$ cat src/rtl/pct_pkg.sv
package pct_pkg;

    // request kinds
    localparam logic [1:0] KIND_TICK  = 2'd0;
    localparam logic [1:0] KIND_SET   = 2'd1;
    localparam logic [1:0] KIND_QUERY = 2'd2;

    // request payload
    typedef struct packed {
        logic [1:0]         kind;
        logic [15:0]        client_id;
        logic signed [15:0] period;
    } t_req;

    // response payload
    typedef struct packed {
        logic        fired;
        logic [15:0] fired_id;
        logic        accepted;
        logic [14:0] period_value;
        logic        last;
    } t_rsp;

    // which closing response the datapath builds
    typedef enum logic [1:0] {
        RSP_PLAIN,
        RSP_SET,
        RSP_QUERY,
        RSP_TICK_END
    } t_rsp_sel;

    // controller to datapath
    typedef struct packed {
        logic     in_ready;
        logic     load_req;
        logic     rd_scan;
        logic     rd_next;
        logic     tick_update;
        logic     mark_found;
        logic     idx_inc;
        logic     wr_update;
        logic     wr_append;
        logic     wr_shift;
        logic     cnt_dec;
        logic     emit;
        t_rsp_sel rsp_sel;
        logic     set_ok;
    } t_dp_cmd;

    // datapath to controller
    typedef struct packed {
        logic       in_valid;
        logic [1:0] kind;
        logic       per_zero;
        logic       per_neg;
        logic       idx_at_end;
        logic       shift_end;
        logic       id_match;
        logic       fire;
        logic       pend_valid;
        logic       out_free;
        logic       found;
        logic       full;
    } t_dp_status;

endpackage

$ cat src/rtl/pct_stream_if.sv
interface pct_stream_if #(
    parameter type t_payload = logic
);
    logic     valid;
    logic     ready;
    t_payload payload;

    modport source (output valid, output payload, input ready);
    modport sink (input valid, input payload, output ready);
endinterface

$ cat src/rtl/pct_ctrl.sv
module pct_ctrl
    import pct_pkg::*;
(
    input  logic       i_clk,
    input  logic       i_rst_n,
    input  t_dp_status i_status,
    output t_dp_cmd    o_cmd
);

    typedef enum logic [6:0] {
        S_IDLE       = 7'b0000001,
        S_SCAN_RD    = 7'b0000010,
        S_SCAN_EV    = 7'b0000100,
        S_FINISH     = 7'b0001000,
        S_SHIFT_RD   = 7'b0010000,
        S_SHIFT_WR   = 7'b0100000,
        S_SHIFT_DONE = 7'b1000000
    } t_state;

    t_state r_state;
    t_state n_state;
    t_dp_cmd cmd;

    // next state and command decode
    always_comb begin
        n_state = r_state;
        cmd     = '0;
        case (r_state)
            S_IDLE: begin
                cmd.in_ready = 1'b1;
                if (i_status.in_valid) begin
                    cmd.load_req = 1'b1;
                    n_state      = S_SCAN_RD;
                end
            end
            S_SCAN_RD: begin
                if (i_status.idx_at_end) begin
                    n_state = S_FINISH;
                end else begin
                    cmd.rd_scan = 1'b1;
                    n_state     = S_SCAN_EV;
                end
            end
            S_SCAN_EV: begin
                case (i_status.kind)
                    KIND_TICK: begin
                        // a second expiry needs room to push the held one out
                        if (!(i_status.fire && i_status.pend_valid && !i_status.out_free)) begin
                            cmd.tick_update = 1'b1;
                            cmd.idx_inc     = 1'b1;
                            n_state         = S_SCAN_RD;
                        end
                    end
                    KIND_SET, KIND_QUERY: begin
                        if (i_status.id_match) begin
                            cmd.mark_found = 1'b1;
                            n_state        = S_FINISH;
                        end else begin
                            cmd.idx_inc = 1'b1;
                            n_state     = S_SCAN_RD;
                        end
                    end
                    default: begin
                        n_state = S_FINISH;
                    end
                endcase
            end
            S_FINISH: begin
                if (i_status.out_free) begin
                    n_state  = S_IDLE;
                    cmd.emit = 1'b1;
                    case (i_status.kind)
                        KIND_TICK: begin
                            cmd.rsp_sel = RSP_TICK_END;
                        end
                        KIND_QUERY: begin
                            cmd.rsp_sel = RSP_QUERY;
                        end
                        KIND_SET: begin
                            cmd.rsp_sel = RSP_SET;
                            if (i_status.per_zero) begin
                                if (i_status.found) begin
                                    // removal: close the gap first
                                    cmd.emit = 1'b0;
                                    n_state  = S_SHIFT_RD;
                                end
                            end else if (i_status.found) begin
                                if (!i_status.per_neg) begin
                                    cmd.wr_update = 1'b1;
                                    cmd.set_ok    = 1'b1;
                                end
                            end else if (!i_status.full) begin
                                cmd.wr_append = 1'b1;
                                cmd.set_ok    = 1'b1;
                            end
                        end
                        default: begin
                            cmd.rsp_sel = RSP_PLAIN;
                        end
                    endcase
                end
            end
            S_SHIFT_RD: begin
                if (i_status.shift_end) begin
                    n_state = S_SHIFT_DONE;
                end else begin
                    cmd.rd_next = 1'b1;
                    n_state     = S_SHIFT_WR;
                end
            end
            S_SHIFT_WR: begin
                cmd.wr_shift = 1'b1;
                cmd.idx_inc  = 1'b1;
                n_state      = S_SHIFT_RD;
            end
            S_SHIFT_DONE: begin
                if (i_status.out_free) begin
                    cmd.cnt_dec = 1'b1;
                    cmd.emit    = 1'b1;
                    cmd.rsp_sel = RSP_SET;
                    cmd.set_ok  = 1'b1;
                    n_state     = S_IDLE;
                end
            end
            default: begin
                n_state = S_IDLE;
            end
        endcase
    end

    // state register
    always_ff @(posedge i_clk) begin
        if (!i_rst_n) begin
            r_state <= S_IDLE;
        end else begin
            r_state <= n_state;
        end
    end

    assign o_cmd = cmd;

`ifndef NO_ASSERTIONS
    // table shifting only happens for a removal of an entry that was found
    a_shift_found: assert property (@(posedge i_clk) disable iff (!i_rst_n)
        (r_state == S_SHIFT_WR) |-> (i_status.found && i_status.per_zero))
        else $error("shift without a found entry");

    // an entry is only evaluated after its read was issued, or while its evaluation waits
    a_eval_after_read: assert property (@(posedge i_clk) disable iff (!i_rst_n)
        (r_state == S_SCAN_EV) |-> ($past(o_cmd.rd_scan) || $past(r_state == S_SCAN_EV)))
        else $error("evaluation without a preceding read");

    // a new request is never taken while a table walk is running
    a_no_accept_busy: assert property (@(posedge i_clk) disable iff (!i_rst_n)
        o_cmd.load_req |-> (r_state == S_IDLE))
        else $error("request taken while busy");
`endif

endmodule

$ cat src/rtl/pct_datapath.sv
module pct_datapath
    import pct_pkg::*;
#(
    parameter int MAX_ENTRIES = 64,
    parameter int ID_WIDTH    = 16
) (
    input  logic              i_clk,
    input  logic              i_rst_n,
    pct_stream_if.sink        i_req,
    pct_stream_if.source      o_rsp,
    input  t_dp_cmd           i_cmd,
    output t_dp_status        o_status
);

    localparam int IDX_W = (MAX_ENTRIES > 1) ? $clog2(MAX_ENTRIES) : 1;
    localparam int CNT_W = $clog2(MAX_ENTRIES + 1);

    typedef struct packed {
        logic [ID_WIDTH-1:0] id;
        logic [14:0]         period;
        logic [15:0]         countdown;
    } t_entry;

    // table storage
    t_entry r_mem [MAX_ENTRIES];
    t_entry r_rd_data;

    // control registers
    logic [CNT_W-1:0]    r_count;
    logic [CNT_W-1:0]    r_idx;
    logic                r_found;
    logic                r_pend_valid;
    logic                r_out_valid;

    // payload registers
    t_req                r_req;
    logic [ID_WIDTH-1:0] r_pend_id;
    t_rsp                r_out;

    logic [CNT_W-1:0]    idx_next;
    logic [ID_WIDTH-1:0] req_id;
    logic [14:0]         set_per;
    logic [15:0]         cd_dec;
    logic                fire;
    logic                out_free;
    logic                out_load;
    logic                mem_we;
    logic [IDX_W-1:0]    wr_addr;
    t_entry              wr_data;
    logic                mem_re;
    logic [IDX_W-1:0]    rd_addr;
    t_rsp                n_out;

    assign idx_next = r_idx + CNT_W'(1);
    assign req_id   = ID_WIDTH'(r_req.client_id);
    assign set_per  = r_req.period[15] ? 15'd1 : r_req.period[14:0];

    // countdown step for the entry under evaluation
    assign cd_dec = r_rd_data.countdown - 16'd1;
    assign fire   = cd_dec[15] || (cd_dec == 16'd0);

    assign out_free = !r_out_valid || o_rsp.ready;
    assign out_load = i_cmd.emit || (i_cmd.tick_update && fire && r_pend_valid);

    // write port select
    always_comb begin
        mem_we  = 1'b0;
        wr_addr = r_idx[IDX_W-1:0];
        wr_data = r_rd_data;
        if (i_cmd.tick_update) begin
            mem_we            = 1'b1;
            wr_data.countdown = fire ? {1'b0, r_rd_data.period} : cd_dec;
        end else if (i_cmd.wr_update) begin
            mem_we  = 1'b1;
            wr_data = '{id: req_id, period: set_per, countdown: {1'b0, set_per}};
        end else if (i_cmd.wr_append) begin
            mem_we  = 1'b1;
            wr_addr = r_count[IDX_W-1:0];
            wr_data = '{id: req_id, period: set_per, countdown: {1'b0, set_per}};
        end else if (i_cmd.wr_shift) begin
            mem_we = 1'b1;
        end
    end

    // read port select
    assign mem_re  = i_cmd.rd_scan || i_cmd.rd_next;
    assign rd_addr = i_cmd.rd_next ? idx_next[IDX_W-1:0] : r_idx[IDX_W-1:0];

    // table memory, registered read
    always_ff @(posedge i_clk) begin
        if (mem_we) begin
            r_mem[wr_addr] <= wr_data;
        end
        if (mem_re) begin
            r_rd_data <= r_mem[rd_addr];
        end
    end

    // response build
    always_comb begin
        n_out = '0;
        if (i_cmd.emit) begin
            n_out.last = 1'b1;
            case (i_cmd.rsp_sel)
                RSP_SET: begin
                    n_out.accepted = i_cmd.set_ok;
                end
                RSP_QUERY: begin
                    n_out.period_value = r_found ? r_rd_data.period : 15'd0;
                end
                RSP_TICK_END: begin
                    n_out.fired    = r_pend_valid;
                    n_out.fired_id = r_pend_valid ? 16'(r_pend_id) : 16'd0;
                end
                default: begin
                    n_out.last = 1'b1;
                end
            endcase
        end else begin
            // earlier expiry pushed out by a newer one
            n_out.fired    = 1'b1;
            n_out.fired_id = 16'(r_pend_id);
        end
    end

    // control state
    always_ff @(posedge i_clk) begin
        if (!i_rst_n) begin
            r_count      <= '0;
            r_idx        <= '0;
            r_found      <= 1'b0;
            r_pend_valid <= 1'b0;
            r_out_valid  <= 1'b0;
        end else begin
            if (i_cmd.load_req) begin
                r_idx        <= '0;
                r_found      <= 1'b0;
                r_pend_valid <= 1'b0;
            end else begin
                if (i_cmd.idx_inc) begin
                    r_idx <= idx_next;
                end
                if (i_cmd.mark_found) begin
                    r_found <= 1'b1;
                end
                if (i_cmd.tick_update && fire) begin
                    r_pend_valid <= 1'b1;
                end
            end
            if (i_cmd.wr_append) begin
                r_count <= r_count + CNT_W'(1);
            end else if (i_cmd.cnt_dec) begin
                r_count <= r_count - CNT_W'(1);
            end
            if (out_load) begin
                r_out_valid <= 1'b1;
            end else if (o_rsp.ready) begin
                r_out_valid <= 1'b0;
            end
        end
    end

    // payload capture
    always_ff @(posedge i_clk) begin
        if (i_cmd.load_req) begin
            r_req <= i_req.payload;
        end
        if (i_cmd.tick_update && fire) begin
            r_pend_id <= r_rd_data.id;
        end
        if (out_load) begin
            r_out <= n_out;
        end
    end

    assign i_req.ready   = i_cmd.in_ready;
    assign o_rsp.valid   = r_out_valid;
    assign o_rsp.payload = r_out;

    // status to the controller
    always_comb begin
        o_status            = '0;
        o_status.in_valid   = i_req.valid;
        o_status.kind       = r_req.kind;
        o_status.per_zero   = (r_req.period == 16'sd0);
        o_status.per_neg    = r_req.period[15];
        o_status.idx_at_end = (r_idx == r_count);
        o_status.shift_end  = (idx_next >= r_count);
        o_status.id_match   = (r_rd_data.id == req_id);
        o_status.fire       = fire;
        o_status.pend_valid = r_pend_valid;
        o_status.out_free   = out_free;
        o_status.found      = r_found;
        o_status.full       = (r_count == CNT_W'(MAX_ENTRIES));
    end

`ifndef NO_ASSERTIONS
    // the fill count stays within the table
    a_count_bound: assert property (@(posedge i_clk) disable iff (!i_rst_n)
        r_count <= CNT_W'(MAX_ENTRIES))
        else $error("entry count beyond table size");

    // the output register is never overwritten while a response waits
    a_no_overwrite: assert property (@(posedge i_clk) disable iff (!i_rst_n)
        out_load |-> out_free)
        else $error("response overwritten");

    // appends never land in a full table
    a_append_room: assert property (@(posedge i_clk) disable iff (!i_rst_n)
        i_cmd.wr_append |-> (r_count < CNT_W'(MAX_ENTRIES)))
        else $error("append into full table");

    // scan reads stay below the fill count
    a_read_in_range: assert property (@(posedge i_clk) disable iff (!i_rst_n)
        i_cmd.rd_scan |-> (r_idx < r_count))
        else $error("read beyond live entries");
`endif

endmodule

$ cat src/rtl/periodic_callback_timer_table.sv
// Periodic timer table: an ordered list of up to MAX_ENTRIES timers, one per client id.
// Requests enter on i_req (valid/ready); a transaction happens when both are high.
// Responses leave on o_rsp through a single output register; the last response of
// a request carries last = 1.
// A set or query walks the table from the front, one memory read and then one compare
// per entry, stopping at the match, and then answers. A removal first moves every
// later entry down one place, one read and one write per moved entry, then answers.
// A tick visits every entry, reads it and writes back its countdown, and gives one
// response per expired timer in table order (or one response with fired = 0).
// The walk runs over one table memory with a registered read.
// One request is handled at a time; i_req.ready is high only between requests.
// When o_rsp stalls the walk pauses on the next expiry or the final response
// and resumes once the output register is taken; nothing is dropped.
// Synchronous reset empties the table (fill count zero) and clears the output;
// the table memory itself is not cleared.
module periodic_callback_timer_table
    import pct_pkg::*;
#(
    parameter int MAX_ENTRIES = 64,
    parameter int ID_WIDTH    = 16
) (
    input  logic         i_clk,
    input  logic         i_rst_n,
    pct_stream_if.sink   i_req,
    pct_stream_if.source o_rsp
);

    t_dp_cmd    cmd;
    t_dp_status status;

    // sequencer
    pct_ctrl u_ctrl (
        .i_clk    (i_clk),
        .i_rst_n  (i_rst_n),
        .i_status (status),
        .o_cmd    (cmd)
    );

    // table memory and response path
    pct_datapath #(
        .MAX_ENTRIES (MAX_ENTRIES),
        .ID_WIDTH    (ID_WIDTH)
    ) u_datapath (
        .i_clk    (i_clk),
        .i_rst_n  (i_rst_n),
        .i_req    (i_req),
        .o_rsp    (o_rsp),
        .i_cmd    (cmd),
        .o_status (status)
    );

endmodule
$ cat src/flat_wrapper.sv
// flat-port wrapper written by rule: the top's interface ports become plain ports
module periodic_callback_timer_table_flat import pct_pkg::*;
#(
    parameter int MAX_ENTRIES = 64,
    parameter int ID_WIDTH    = 16
)
  (i_clk, i_rst_n, i_req_valid, i_req_payload, i_req_ready, o_rsp_valid, o_rsp_payload, o_rsp_ready);
  pct_stream_if i_req_i ();
  pct_stream_if o_rsp_i ();
  input  logic i_clk;
  input  logic i_rst_n;
  input wire logic [$bits(i_req_i.valid)-1:0] i_req_valid;
  input wire logic [$bits(i_req_i.payload)-1:0] i_req_payload;
  output wire logic [$bits(i_req_i.ready)-1:0] i_req_ready;
  output wire logic [$bits(o_rsp_i.valid)-1:0] o_rsp_valid;
  output wire logic [$bits(o_rsp_i.payload)-1:0] o_rsp_payload;
  input wire logic [$bits(o_rsp_i.ready)-1:0] o_rsp_ready;
  assign i_req_i.valid = i_req_valid;
  assign i_req_i.payload = i_req_payload;
  assign i_req_ready = i_req_i.ready;
  assign o_rsp_valid = o_rsp_i.valid;
  assign o_rsp_payload = o_rsp_i.payload;
  assign o_rsp_i.ready = o_rsp_ready;
  periodic_callback_timer_table #(.MAX_ENTRIES(MAX_ENTRIES), .ID_WIDTH(ID_WIDTH)) u_core (.i_clk(i_clk), .i_rst_n(i_rst_n), .i_req(i_req_i), .o_rsp(o_rsp_i));
endmodule
$ cat config.mk
export PLATFORM = sky130hd
export DESIGN_NAME = periodic_callback_timer_table_flat
export DESIGN_NICKNAME = d
export VERILOG_FILES = /design/src/rtl/pct_pkg.sv /design/src/rtl/pct_stream_if.sv /design/src/rtl/pct_ctrl.sv /design/src/rtl/pct_datapath.sv /design/src/rtl/periodic_callback_timer_table.sv /design/src/flat_wrapper.sv
export SDC_FILE = /design/constraint.sdc
export NUM_CORES = 2
export LEC_CHECK = 0
export BUFFER_PORTS_ARGS = -buffer_cell sky130_fd_sc_hd__buf_2
export CORE_MARGIN = 2
export CORE_UTILIZATION = 60
export CTS_CLUSTER_SIZE = 16
export DETAILED_ROUTE_END_ITERATION = 16
export GPL_TIMING_DRIVEN = 0
export HOLD_SLACK_MARGIN = 0.03
export PLACE_DENSITY = 0.76
export SYNTH_ARGS = -nofsm -noshare
export SYNTH_HDL_FRONTEND = slang
export SYNTH_HIERARCHICAL = 1
export SYNTH_SLANG_ARGS = --single-unit
$ cat constraint.sdc
create_clock -name i_clk -period 7.55 [get_ports i_clk]
set_input_delay 0.755 -clock i_clk [delete_from_list [all_inputs] [get_ports i_clk]]
set_output_delay 0.755 -clock i_clk [all_outputs]
set_load 0.02 [all_outputs]
Word level (Yosys, flattened, before mapping)
Memories as Yosys holds them, arrays and structs flattened. A register that Yosys moved wholly into a read port is not among the register bits. Index checks and enable logic that the tools add are counted.

Flip-flop bits (word level): 24. Bits of input ports: 5. Output and inout bits: 3. Word-level logic and storage cells: 70. Memory bits (writable): 3008. Latch bits: 0. Bits in read-only memories: 0. Memories kept: 1.

Memory list: u_core.u_datapath.r_mem (words 64, width 47, rd ports 1, clocked after Yosys merged registers in 1, wr ports 1, line pct_datapath.sv:25) `t_entry r_mem [MAX_ENTRIES];`.

Div/mod/pow operators: 0. Eq/ne operators: 12. Add/subtract/negate cells: 3. Muxes and demuxes: 31. Magnitude comparators: 1. $mul: 0. Reduce and logical (&&, ||, !) cells: 15. Bitwise gates (word level): 1. Shift-type cells: 0.

Operators by type and width (number): one-hot mux 7 bit (6 select lines) (1); two-way mux 7 bit (5); two-way mux 16 bit (2); zero test 16 bit (1); subtractor 16 x 1 -> 16 bit, second input constant (1); two-way mux 1 bit (15); two-way mux 4 bit (2); inequality test 2 bit, second input constant (4); one-hot mux 4 bit (2 select lines) (1); adder 7 x 1 -> 7 bit, second input constant (1); equality test 7 x 1 -> 1 bit, second input constant (1); equality test 7 x 2 -> 1 bit, second input constant (1); equality test 7 x 3 -> 1 bit, second input constant (1); equality test 7 x 4 -> 1 bit, second input constant (1); equality test 7 x 5 -> 1 bit, second input constant (1); equality test 7 x 6 -> 1 bit, second input constant (1); equality test 7 bit (1); equality test 7 bit, second input constant (1); >= comparator 7 bit (1); subtractor 7 x 1 -> 7 bit, second input constant (1); two-way mux 6 bit (1); two-way mux 5 bit (1); logical AND 1 bit (4); logical OR 1 bit (4); 7 further kinds (10).

Longest topological paths before layout
Depth in word-level cells: 11. Depth in mapped cells: 21.

By module
Netlist, hierarchy kept.

By module, submodules not included: pct_datapath (seq. area each 92138.4 µm², cells each 5275, instances 1, area each 118137.1 µm²); pct_ctrl (seq. area each 140.1 µm², cells each 95, instances 1, area each 785.8 µm²).

Least setup slack after synthesis
Ideal clock, no wire load.

Path kind: register to register. Start: reg, netlist name u_core/u_datapath/r_rd_data[0]. End: mem u_core/u_datapath/r_mem[13][0] (netlist bit) (enable). Cell stages (with the launch flop): 19. Path slack: 1.564 ns. Period minus slack after synthesis: 5.986 ns. Arrival: 5.534 ns. Path through: edfxtp_1 > inv_1 > ha_1 > or3b_2 > nor2_4 > nand2_2 > xor2_1 > a41oi_4 > inv_4 > buf_6 > buf_4 > nand3b_1 > nand2_1 > nor2_1 > clkbuf_1 > a211oi_1 > o22ai_1 > nand2_1 > nor2_1.

RTL lines (line): end: declaration (pct_datapath.sv:25).

==> run summary <==
The combinational power share is 0.004. The critical path data required time came out at 8160 ps. The average wire length per cell after detail routing is 35.1 um. The number of vias after detailed routing came out at 61107. The pin count of the biggest net entering global routing is 65. Clock-pin slew was measured on the worst setup and hold paths at 70 ps. The maximum clock skew at final layout is 50.1 ps. The worst hold path class is input port to flip-flop.

The placer's final routability congestion estimate is 0.905. The total global routing track utilization is 0.304. The routed wire length came out at 306000 um. The initial utilization of the core area, before any placement, comes to 0.603. The area overhead of the layout relative to synthesis is 14.5%. The worst setup path is captured at a flip-flop.

The via count of the first global-routing pass came to 61053. In this run the count of I/O pins placed on the die edge is 8. For the worst setup path, the data arrival time is 7790 ps. In this run, placement finished with an instance count of 8174. The wire length of the first global-routing pass came out at 438000 um. The CTS root buffer is sky130_fd_sc_hd__clkbuf_16. The hold violation count in the final report came out at 0.

Setup violations remaining at the end of the flow were counted as 0. STA classifies the critical path startpoint as a flip-flop. The number of slew-limit violations in the final report came to 11. The area used by sequential logic in the layout came out at 92300 um2. The switching portion of total power is 0.189. The maximum fanout count along the critical path is 10. The first-pass iteration count of the detailed router is 6.

The static leakage power is 42.5 nW. The run finished, with violations left. The measured slew at the worst slew-check pin came out at 1550 ps.

Buffers placed on the I/O ports in this run total 6. The internal power is 27.2 mW. The checks that failed: max-capacitance violations, max-slew violations. After global routing, the most crowded layer is met2. The initial antenna violation count is 13.

For met1 alone, demand over resource in global routing was 0.428. The number of H-tree branching levels came out at 5. The total chip power came out at 33.6 mW. For this run, the number of standard cells in the final layout without fillers is 8719.

Dividing total power by cell area gives a power density of 247 nW/um2. Max-cap violations in this run came to 1. For this run the aggregate overflow at the end of global routing stands at 0. The count of yosys warnings during synthesis is 6.

The clock tree from TritonCTS is built. Dividing the detail-routed via count by the number of cells gives 7.01. Dividing the final minimum period by the clock period gives 0.951. Summing every instance area after synthesis gives 119000 um2. The x dimension of the die is 449 um. Detailed placement finished with a half-perimeter wire length of 191000 um. The row count came out at 163. In the global route stage, met3 resource usage came out at 0.0717. Summing all multi-input logic gate instances after layout gives 25800 um2. The post-detailed-route count of antenna-violating nets came out at 0. The worst-case headroom to the max-slew limit came out at -0.0338. Of the total power, registers draw 0.552. The fraction of power consumed by the clock network came out at 0.444.

The clock buffer count from CTS came out at 313. The post-route minimum period came out at 7180 ps. The number of design rule violations left after detail routing is 0. The global routing usage on met2 came out at 0.461. The number of nets in the finished design came out at 5875. The number of clock sinks came out at 3081. The number of buffers on the longest clock path came out at 4. The placeable core region came out at 197000 um2.

Setup repair after global routing left no endpoint under its margin. At the later pin of the worst-skew pair, clock insertion delay measures 960 ps. The switching component of the power came out at 6.35 mW.

The ratio of cells with drive above 1 in the final layout came out at 0.274. The maximum clock frequency came out at 0.139 GHz. Each instance of the synthesized netlist takes up on average 22.2 um2. After the first detailed-routing iteration, the DRC count stood at 9961. The floorplan die height came out at 449 um. The cell count after synthesis came out at 5363. The overall die area is 202000 um2. The type of the setup path with the least slack is flip-flop to flip-flop. The maximum vdd ir drop is 0.225 mV. The fill cell instance count of the final layout came out at 11377.
==> power by group through the flow <==
stage / clock network, mW / logic (mW) / registers (mW)
6_report: 14.9 / 0.127 / 18.5
5_1_grt: 15.7 / 0.137 / 18.5
4_1_cts: 15.1 / 0.123 / 18.5
3_5_place_dp: 0 / 0.122 / 18.9
3_3_place_gp: 0 / 0.114 / 18.9
2_1_floorplan: 0 / 0.0881 / 18.9
==> through the flow <==
step	worst slack, ps	TNS, ps	area (um2)	hold slack (ps)	utilization
floorplan	1560	0	119000	442	-
global placement	-2170	-5294980	122000	465	0.620
detailed placement	54.7	0	126000	497	0.641
CTS	130	0	136000	96.5	0.691
global route	222	0	136000	106	0.691
finish	369	0	136000	152	0.691
==> layer usage <==
metal,part of all wire,routed length (um),vias up
met4,0.051,15700,8
met3,0.12,37900,775
met5,0.00015,47,-
met2,0.47,143000,4855
li1,-,-,23675
met1,0.36,109000,31794
==> sequential cells by signal, summed over array words and instances, names as in the netlist <==
register                         flops
u_core/u_datapath/r_rd_data         47
u_core/u_datapath/r_mem           3008
u_core/u_datapath/r_pend_valid       1
u_core/u_datapath/r_req              1
u_core/u_datapath/r_found            1
u_core/u_ctrl/r_state                7
u_core/u_datapath/o_rsp.payload      1
u_core/u_datapath/r_idx              7
u_core/u_datapath/r_count            7
u_core/u_datapath/o_rsp.valid        1
==> final cells by class <==
cell class              count  share of cell area
clock inverters           152              0.0105
plain buffers             302              0.0105
flip-flops and latches   3081               0.678
inverters                  27            0.000763
well taps                2640              0.0243
diodes                      7            0.000129
repair buffers            170              0.0257
clock buffers             385              0.0607
multi-input cells        1955               0.189
==> placed cells by master, fill, tap and decap left out, types with 10 or more instances in the layout <==
| cell | count |
|---|---|
| sky130_fd_sc_hd__dfxtp_1 | 24 |
| sky130_fd_sc_hd__buf_4 | 19 |
| sky130_fd_sc_hd__a2111oi_0 | 94 |
| sky130_fd_sc_hd__clkinv_1 | 57 |
| sky130_fd_sc_hd__mux2i_1 | 59 |
| sky130_fd_sc_hd__clkbuf_16 | 319 |
| sky130_fd_sc_hd__buf_12 | 130 |
| sky130_fd_sc_hd__clkbuf_1 | 166 |
| sky130_fd_sc_hd__xnor2_1 | 11 |
| sky130_fd_sc_hd__o21ai_0 | 17 |
| sky130_fd_sc_hd__nor3_1 | 63 |
| sky130_fd_sc_hd__nor2b_1 | 102 |
| sky130_fd_sc_hd__nand2b_1 | 107 |
| sky130_fd_sc_hd__and2_2 | 31 |
| sky130_fd_sc_hd__o22a_1 | 47 |
| sky130_fd_sc_hd__xor2_1 | 21 |
| sky130_fd_sc_hd__nor2_1 | 45 |
| sky130_fd_sc_hd__inv_1 | 26 |
| sky130_fd_sc_hd__nand3_1 | 16 |
| sky130_fd_sc_hd__edfxtp_1 | 3057 |
| sky130_fd_sc_hd__buf_2 | 165 |
| sky130_fd_sc_hd__buf_1 | 12 |
| sky130_fd_sc_hd__a22o_1 | 94 |
| sky130_fd_sc_hd__a32oi_1 | 47 |
| sky130_fd_sc_hd__nand2_1 | 148 |
| sky130_fd_sc_hd__a21oi_1 | 21 |
| sky130_fd_sc_hd__buf_16 | 30 |
| sky130_fd_sc_hd__ha_1 | 19 |
| sky130_fd_sc_hd__bufinv_16 | 27 |
| sky130_fd_sc_hd__nor2_4 | 66 |
| sky130_fd_sc_hd__nor4_1 | 10 |
| sky130_fd_sc_hd__clkinv_2 | 50 |
| sky130_fd_sc_hd__mux4_2 | 752 |
| sky130_fd_sc_hd__nand4_1 | 56 |
==> final timing paths <==
path | to | from | depth (start not counted) | slack, ps
setup / recovery | u_core/u_datapath/r_rd_data[7] | u_core/u_datapath/r_idx[3] | 16 | 370
setup reg to reg | u_core/u_datapath/r_rd_data[7] | u_core/u_datapath/r_idx[3] | 16 | 370
hold reg to reg | u_core/u_datapath/r_found | u_core/u_datapath/r_found | 2 | 520
hold / removal | u_core/u_datapath/r_req[0] | i_req_payload | 1 | 150
==> critical path, stage by stage, from the launching register on <==
cell                        delay, ps
sky130_fd_sc_hd__dfxtp_1          300
sky130_fd_sc_hd__buf_2            240
sky130_fd_sc_hd__buf_1            490
sky130_fd_sc_hd__xnor2_1          150
sky130_fd_sc_hd__ha_1             290
sky130_fd_sc_hd__a21oi_1          150
sky130_fd_sc_hd__nor2b_1           60
sky130_fd_sc_hd__o21ai_0          190
sky130_fd_sc_hd__a21oi_1          130
sky130_fd_sc_hd__nor4_2           680
sky130_fd_sc_hd__xnor2_1          510
sky130_fd_sc_hd__buf_2            580
sky130_fd_sc_hd__buf_2            640
sky130_fd_sc_hd__buf_2            490
sky130_fd_sc_hd__mux4_2           550
sky130_fd_sc_hd__a2111oi_0       1160
sky130_fd_sc_hd__nor3_1           200
==> timing repair <==
item / CTS / global route
setup endpoints to repair: 4 / 12
hold buffers: 0 / 0
buffers inserted: 0 / 0
resized for setup: 3 / 1
(Power assumes the default switching activity.)
